## src/sv/glfsr_pkg.sv

```systemverilog
// Shared types, codes and the LFSR step function for the Galois LFSR range unit.
package glfsr_pkg;

   localparam int unsigned StateWidth  = 16;
   localparam int unsigned ValueWidth  = 17;
   localparam int unsigned CmdWidth    = 2;
   localparam int unsigned IterCount   = StateWidth;
   localparam int unsigned CountWidth  = $clog2(IterCount);

   localparam logic [CmdWidth-1:0] CMD_LOAD  = 2'd0;
   localparam logic [CmdWidth-1:0] CMD_STEP  = 2'd1;
   localparam logic [CmdWidth-1:0] CMD_RANGE = 2'd2;

   // Feedback masks for the two shift directions.
   localparam logic [StateWidth-1:0] TapsRight = 16'hB400;
   localparam logic [StateWidth-1:0] TapsLeft  = 16'h002D;

   typedef struct packed {
      logic load_seed;
      logic step_raw;
      logic step_range;
      logic iterate;
      logic finish;
   } dp_cmd_type;

   typedef struct packed {
      logic last_iter;
   } dp_status_type;

   // One step of the Galois LFSR in the selected direction.
   function automatic logic [StateWidth-1:0] lfsr_next(input logic [StateWidth-1:0] s,
                                                        input logic dir_left);
      logic [StateWidth-1:0] n;
      begin
         if (!dir_left) begin
            n = {1'b0, s[StateWidth-1:1]};
            if (s[0]) begin
               n = n ^ TapsRight;
            end
         end else begin
            n = {s[StateWidth-2:0], 1'b0};
            if (s[StateWidth-1]) begin
               n = n ^ TapsLeft;
            end
         end
         lfsr_next = n;
      end
   endfunction

endpackage

```

## src/sv/galois_lfsr16_random_range_unit.sv

```systemverilog
// Top level of the 16-bit Galois LFSR random source with range reduction.
// A load gives no item; a raw step shows its item in the cycle after acceptance.
// A ranged step first steps the LFSR, then runs the bit-serial remainder unit.
// A ranged item holds the unit until its result is written and the output frees.
// Synchronous active-high reset clears the LFSR and the shift direction to zero
// and empties the output register.
module galois_lfsr16_random_range_unit (
   input  logic                                 clock,
   input  logic                                 reset,
   input  logic                                 csr_write,
   input  logic                                 csr_shift_direction,
   input  logic                                 req_valid,
   output logic                                 req_stall,
   input  logic [glfsr_pkg::CmdWidth-1:0]       req_command,
   input  logic [glfsr_pkg::StateWidth-1:0]     req_seed,
   input  logic [glfsr_pkg::StateWidth-1:0]     req_range_low,
   input  logic [glfsr_pkg::StateWidth-1:0]     req_range_high,
   output logic                                 rsp_valid,
   input  logic                                 rsp_stall,
   output logic [glfsr_pkg::ValueWidth-1:0]     rsp_value
);

   // Commands from the controller to the datapath, and the datapath's status back.
   glfsr_pkg::dp_cmd_type    dp_cmd;
   glfsr_pkg::dp_status_type dp_status;

   // The controller owns the handshakes and sequences the divide iterations.
   // Unused command codes are accepted and simply raise no datapath command.
   glfsr_ctrl u_ctrl (
      .clock       (clock),
      .reset       (reset),
      .req_valid   (req_valid),
      .req_command (req_command),
      .req_stall   (req_stall),
      .rsp_valid   (rsp_valid),
      .rsp_stall   (rsp_stall),
      .dp_cmd      (dp_cmd),
      .dp_status   (dp_status)
   );

   // The datapath holds the LFSR, the direction register and the remainder unit.
   // Reversed bounds load an all-ones divisor so the remainder equals the state.
   glfsr_datapath u_datapath (
      .clock               (clock),
      .reset               (reset),
      .csr_write           (csr_write),
      .csr_shift_direction (csr_shift_direction),
      .req_seed            (req_seed),
      .req_range_low       (req_range_low),
      .req_range_high      (req_range_high),
      .rsp_value           (rsp_value),
      .dp_cmd              (dp_cmd),
      .dp_status           (dp_status)
   );

endmodule

```

## src/sv/glfsr_ctrl.sv

```systemverilog
// Controller state machine: handshakes, divide sequencing and result valid.
module glfsr_ctrl (
   input  logic                               clock,
   input  logic                               reset,
   input  logic                               req_valid,
   input  logic [glfsr_pkg::CmdWidth-1:0]     req_command,
   output logic                               req_stall,
   output logic                               rsp_valid,
   input  logic                               rsp_stall,
   output glfsr_pkg::dp_cmd_type              dp_cmd,
   input  glfsr_pkg::dp_status_type           dp_status
);

   localparam logic [0:0] ST_IDLE   = 1'b0;
   localparam logic [0:0] ST_DIVIDE = 1'b1;

   logic [0:0] state_ff;
   logic [0:0] state_in;
   logic       rsp_valid_ff;
   logic       rsp_valid_in;
   logic       ready;
   logic       accept;

   // An item may enter only when idle and the output register is free or drains now.
   assign ready  = (state_ff == ST_IDLE) && (!rsp_valid_ff || !rsp_stall);
   assign accept = req_valid && ready;

   assign req_stall = !ready;
   assign rsp_valid = rsp_valid_ff;

   always_comb begin
      dp_cmd            = '0;
      dp_cmd.load_seed  = accept && (req_command == glfsr_pkg::CMD_LOAD);
      dp_cmd.step_raw   = accept && (req_command == glfsr_pkg::CMD_STEP);
      dp_cmd.step_range = accept && (req_command == glfsr_pkg::CMD_RANGE);
      dp_cmd.iterate    = (state_ff == ST_DIVIDE);
      dp_cmd.finish     = (state_ff == ST_DIVIDE) && dp_status.last_iter;
   end

   always_comb begin
      state_in = state_ff;
      case (state_ff)
         ST_IDLE: begin
            if (dp_cmd.step_range) begin
               state_in = ST_DIVIDE;
            end
         end
         ST_DIVIDE: begin
            if (dp_status.last_iter) begin
               state_in = ST_IDLE;
            end
         end
         default: begin
            state_in = ST_IDLE;
         end
      endcase
   end

   always_comb begin
      rsp_valid_in = rsp_valid_ff;
      if (dp_cmd.step_raw || dp_cmd.finish) begin
         rsp_valid_in = 1'b1;
      end else if (rsp_valid_ff && !rsp_stall) begin
         rsp_valid_in = 1'b0;
      end
   end

   always_ff @(posedge clock) begin
      if (reset) begin
         state_ff     <= ST_IDLE;
         rsp_valid_ff <= 1'b0;
      end else begin
         state_ff     <= state_in;
         rsp_valid_ff <= rsp_valid_in;
      end
   end

endmodule

```

## src/sv/glfsr_datapath.sv

```systemverilog
// Datapath: LFSR register, direction register, bit-serial remainder unit, output register.
module glfsr_datapath (
   input  logic                                 clock,
   input  logic                                 reset,
   input  logic                                 csr_write,
   input  logic                                 csr_shift_direction,
   input  logic [glfsr_pkg::StateWidth-1:0]     req_seed,
   input  logic [glfsr_pkg::StateWidth-1:0]     req_range_low,
   input  logic [glfsr_pkg::StateWidth-1:0]     req_range_high,
   output logic [glfsr_pkg::ValueWidth-1:0]     rsp_value,
   input  glfsr_pkg::dp_cmd_type                dp_cmd,
   output glfsr_pkg::dp_status_type             dp_status
);

   logic [glfsr_pkg::StateWidth-1:0] shift_ff;
   logic [glfsr_pkg::StateWidth-1:0] shift_in;
   logic                             dir_ff;
   logic [glfsr_pkg::StateWidth-1:0] next_state;

   logic [glfsr_pkg::ValueWidth-1:0] rem_ff;
   logic [glfsr_pkg::ValueWidth-1:0] rem_in;
   logic [glfsr_pkg::StateWidth-1:0] dvd_ff;
   logic [glfsr_pkg::StateWidth-1:0] dvd_in;
   logic [glfsr_pkg::ValueWidth-1:0] dsr_ff;
   logic [glfsr_pkg::ValueWidth-1:0] dsr_in;
   logic [glfsr_pkg::StateWidth-1:0] low_ff;
   logic [glfsr_pkg::StateWidth-1:0] low_in;
   logic [glfsr_pkg::CountWidth-1:0] count_ff;
   logic [glfsr_pkg::CountWidth-1:0] count_in;
   logic [glfsr_pkg::ValueWidth-1:0] value_ff;
   logic [glfsr_pkg::ValueWidth-1:0] value_in;

   logic [glfsr_pkg::ValueWidth-1:0] span;
   logic [glfsr_pkg::ValueWidth-1:0] rem_shift;
   logic [glfsr_pkg::ValueWidth:0]   diff;
   logic [glfsr_pkg::ValueWidth-1:0] rem_step;

   assign next_state = glfsr_pkg::lfsr_next(shift_ff, dir_ff);

   // Modulus is high - low + 1; reversed bounds use a divisor above any state.
   assign span = {1'b0, req_range_high} - {1'b0, req_range_low} + 17'd1;

   // One restoring step: bring down the next dividend bit, subtract if it fits.
   assign rem_shift = {rem_ff[glfsr_pkg::StateWidth-1:0], dvd_ff[glfsr_pkg::StateWidth-1]};
   assign diff      = {1'b0, rem_shift} - {1'b0, dsr_ff};
   assign rem_step  = diff[glfsr_pkg::ValueWidth] ? rem_shift
                                                  : diff[glfsr_pkg::ValueWidth-1:0];

   assign dp_status.last_iter =
      (count_ff == glfsr_pkg::CountWidth'(glfsr_pkg::IterCount - 1));

   always_comb begin
      shift_in = shift_ff;
      rem_in   = rem_ff;
      dvd_in   = dvd_ff;
      dsr_in   = dsr_ff;
      low_in   = low_ff;
      count_in = count_ff;
      value_in = value_ff;
      if (dp_cmd.load_seed) begin
         shift_in = req_seed;
      end
      if (dp_cmd.step_raw) begin
         shift_in = next_state;
         value_in = {1'b0, next_state};
      end
      if (dp_cmd.step_range) begin
         shift_in = next_state;
         rem_in   = '0;
         dvd_in   = next_state;
         dsr_in   = (req_range_high < req_range_low) ? '1 : span;
         low_in   = req_range_low;
         count_in = '0;
      end
      if (dp_cmd.iterate) begin
         rem_in   = rem_step;
         dvd_in   = {dvd_ff[glfsr_pkg::StateWidth-2:0], 1'b0};
         count_in = count_ff + 1'b1;
      end
      if (dp_cmd.finish) begin
         value_in = rem_step + {1'b0, low_ff};
      end
   end

   always_ff @(posedge clock) begin
      if (reset) begin
         shift_ff <= '0;
         dir_ff   <= 1'b0;
      end else begin
         shift_ff <= shift_in;
         if (csr_write) begin
            dir_ff <= csr_shift_direction;
         end
      end
   end

   always_ff @(posedge clock) begin
      rem_ff   <= rem_in;
      dvd_ff   <= dvd_in;
      dsr_ff   <= dsr_in;
      low_ff   <= low_in;
      count_ff <= count_in;
      value_ff <= value_in;
   end

   assign rsp_value = value_ff;

endmodule
```

## config.mk

```make
export PLATFORM = sky130hd
export DESIGN_NAME = galois_lfsr16_random_range_unit
export DESIGN_NICKNAME = d
export VERILOG_FILES = /design/src/sv/glfsr_pkg.sv /design/src/sv/galois_lfsr16_random_range_unit.sv /design/src/sv/glfsr_ctrl.sv /design/src/sv/glfsr_datapath.sv
export SDC_FILE = /design/constraint.sdc
export NUM_CORES = 1
export LEC_CHECK = 0
export ABC_AREA = 0
export BUFFER_PORTS_ARGS = -buffer_cell sky130_fd_sc_hd__buf_4
export CELL_PAD_IN_SITES_DETAIL_PLACEMENT = 1
export CELL_PAD_IN_SITES_GLOBAL_PLACEMENT = 1
export CORE_MARGIN = 2
export CORE_UTILIZATION = 45
export DETAILED_ROUTE_END_ITERATION = 10
export HOLD_SLACK_MARGIN = 0.12
export PLACE_DENSITY_LB_ADDON = 0.1
export SYNTH_ARGS = -nofsm -noshare
export SYNTH_HDL_FRONTEND = slang
export SYNTH_SLANG_ARGS = --single-unit
export TNS_END_PERCENT = 50
```

## constraint.sdc

```tcl
create_clock -name clock -period 6.1 [get_ports clock]
set_input_delay 0.915 -clock clock [delete_from_list [all_inputs] [get_ports clock]]
set_output_delay 0.915 -clock clock [all_outputs]
set_load 0.03 [all_outputs]
```

==> run summary <==
Status = finished clean
Tot GR Track Use = 23.7%
Clk_skew = 0.00841 ns
Leakage Power = 3.47 nW
Total number of yosys warnings = 0
RD Place Congestion = 0.934
Reg2Reg Depth = 17
Syn nets = 880
Antenna diode count = 0
PD cells = 238 mW/mm^2
Clock buffer depth = 2
WHS Path Cells = 2
Post-synthesis cell type count = 53
Met3 usage = 4.55%
Root buf cell = clkbuf_16
Leading post-synthesis cells by cell area = edfxtp_1 35%, ha_1 12%, dfxtp_1 5.5%
Wirelength per Cell = 19.1 um
Fmax = 209 MHz
Setup TNS = 0 ns
GRT overflow = 0
Vias = 5742
Max Cap Violations = 0
Final slew viol count = 0
Most common cell after layout, fill and taps aside = edfxtp_1
Drt drc = 0
Yosys reg bits = 105
Commonest cells after routing, fill and taps aside = 85 x edfxtp_1, 80 x nand2_1, 78 x buf_4
Via density = 5.55
I/O Pins = 75
Post-Route WL = 19.7 mm
Crit Path Class = register to register
Final setup vio count = 0
Max_slew headroom = 25.9%
Initial core utilization = 45.9%
CTS tree = done
Ys flop type = edfxtp_1
Hold Vio Cnt, Final = 0
Final Net Count = 946
GR Util met1 = 30.9%
GR peak layer = met2
RSZ-0062 raised after global routing = no
Netlist Area Pre-Place = 0.00727 sq mm
Post-synth EDFFs = 85
Clock transition at path regs = 0.08 ns
Inserted Clock Buffers = 9
Peak VDD IR = 0.160 mV
Final period util = 78.5%
Antenna Nets Post-Route = 0
Setup Buffers After CTS = 0
CP Max Fanout = 5
First-pass GRT wire length = 32.3 mm
Worst-Margin Slew = 1.11 ns
Core ar. = 0.0158 sq mm
Dpl hpwl = 15.4 mm
Req. time, crit path = 6.22 ns
Total power draw = 1.98 mW
Area leader, netlist = edfxtp_1
Largest net degree at the start of global routing = 36
Port-buffer cells = 74
Vert. Die Dim = 131 um
H-Tree Depth = 3
Post-synth ARST share = 0%
Full die area = 0.0172 sq mm
Drt pass-1 iters = 4
Sequential area share after synthesis = 40.6%
Hold WC Path Type = register to register
Syn_area_per_cell = 9.73 sq um
DR iter-0 viols = 363
Post-synthesis cell count = 747
Post-cts sizing count = 0
Post-synth top area share = 35.1%
Fin crit period = 4.79 ns
Critical path launch point type = register
Die span in x = 131 um
Critical Path AT = 4.90 ns
Row count = 46
P&R area growth vs syn = 14.3%
Sink Count = 105
Antenna violations before repair = 0
Vias in the first global route = 6236
Clock Latency Late Sink = 0.36 ns
Post-CTS Hold Fix Bufs = 0
Layout cells sized above 1 = 13.9%
Worst setup EP type = register
Routing usage on met2 = 41.0%
==> power breakdown <==
| part | internal, mW | leakage, nW | switching [mW] |
|---|---|---|---|
| Combinational | 0.227 | 2.39 | 0.325 |
| Clock | 0.284 | 0.132 | 0.291 |
| Sequential | 0.822 | 0.955 | 0.0282 |
==> synthesized netlist by cell type, drive strengths merged (3+ instances only) <==
library cell	number
nor2b	6
edfxtp	85
xnor2	26
nor3	10
a211oi	12
dfxtp	20
o21ai	50
a41o	3
a41oi	4
a2111oi	6
a21o	9
o21bai	7
and2	16
a21oi	64
ha	67
nor2	40
a31oi	5
nand2	82
nand4	3
inv	71
a211o	3
and3	3
o21a	10
mux2i	21
xor2	18
fa	10
clkbuf	21
nand2b	11
or3	7
o211ai	13
nand3	9
mux2	14
==> worst max-delay path, cell delays in order, from the launching register on <==
cell and delay, ns:
edfxtp_1 0.44, ha_1 0.29, nor2b_1 0.14, o31a_1 0.32
o311ai_2 0.27, nand2_2 0.13, o221ai_4 0.25, mux2i_1 0.27
ha_1 0.20, inv_1 0.06, fa_1 0.40, nor2b_1 0.15
o21a_1 0.14, o21ai_0 0.17, a211o_1 0.37, a2111oi_0 0.56
nor3_1 0.10, mux2_4 0.29
==> metrics by stage <==
stage | hold WS, ns | setup WS (ns) | util, % | cells | instance area [sq um]
after detailed placement | 0.476 | 1.32 | 50.8 | 1018 | 8030
after global routing | 0.524 | 0.902 | 52.5 | 1034 | 8310
after global placement | 0.459 | 1.52 | 50.8 | 1018 | 8030
final | 0.483 | 1.31 | 52.5 | 1034 | 8310
after CTS | 0.487 | 1.28 | 52.5 | 1034 | 8310
after floorplan | 0.441 | 1.64 | - | 747 | 7270
==> metal layers <==
metal	up-vias	share of wire (%)
li1	2796	-
met1	2819	44
met2	109	49
met3	18	5.3
met4	0	1.3
met5	-	0
==> registers in the layout, indices dropped and copies added (netlist names) <==
name / flops
u_datapath.dsr_ff: 17
u_datapath.count_ff: 4
u_ctrl.state_ff: 1
u_datapath.rem_ff: 16
u_datapath.low_ff: 16
u_datapath.shift_ff: 16
u_datapath.dvd_ff: 16
u_datapath.dir_ff: 1
u_ctrl.rsp_valid: 1
u_datapath.rsp_value: 17
==> layout make-up <==
type | count | area, sq um
clock buffers | 10 | 229
clock inverters | 6 | 50.0
fillers | 1830 | 7520
inverters | 71 | 267
multi-input cells | 548 | 3960
flip-flops and latches | 105 | 2950
well taps | 216 | 270
repair buffers | 78 | 586
==> cell families after synthesis <==
family	count (synthesis)	synth area share [%]
compound gates	200	17.6
simple gates	192	12.1
flops	105	40.6
buf+inv	94	5.01
fa+ha+maj	77	14.3
xor+xnor	44	5.30
mux	35	5.11
==> path summary, 6_finish.rpt <==
kind / start / end / slack [ns]
setup reg to reg: u_datapath.rem_ff[0] / u_datapath.rsp_value[16] / 1.31
setup / recovery: u_datapath.rem_ff[0] / u_datapath.rsp_value[16] / 1.31
hold / removal: u_datapath.shift_ff[8] / u_datapath.shift_ff[8] / 0.48
hold reg to reg: u_datapath.shift_ff[8] / u_datapath.shift_ff[8] / 0.48
No activity file was read; power rests on OpenSTA's default activity.
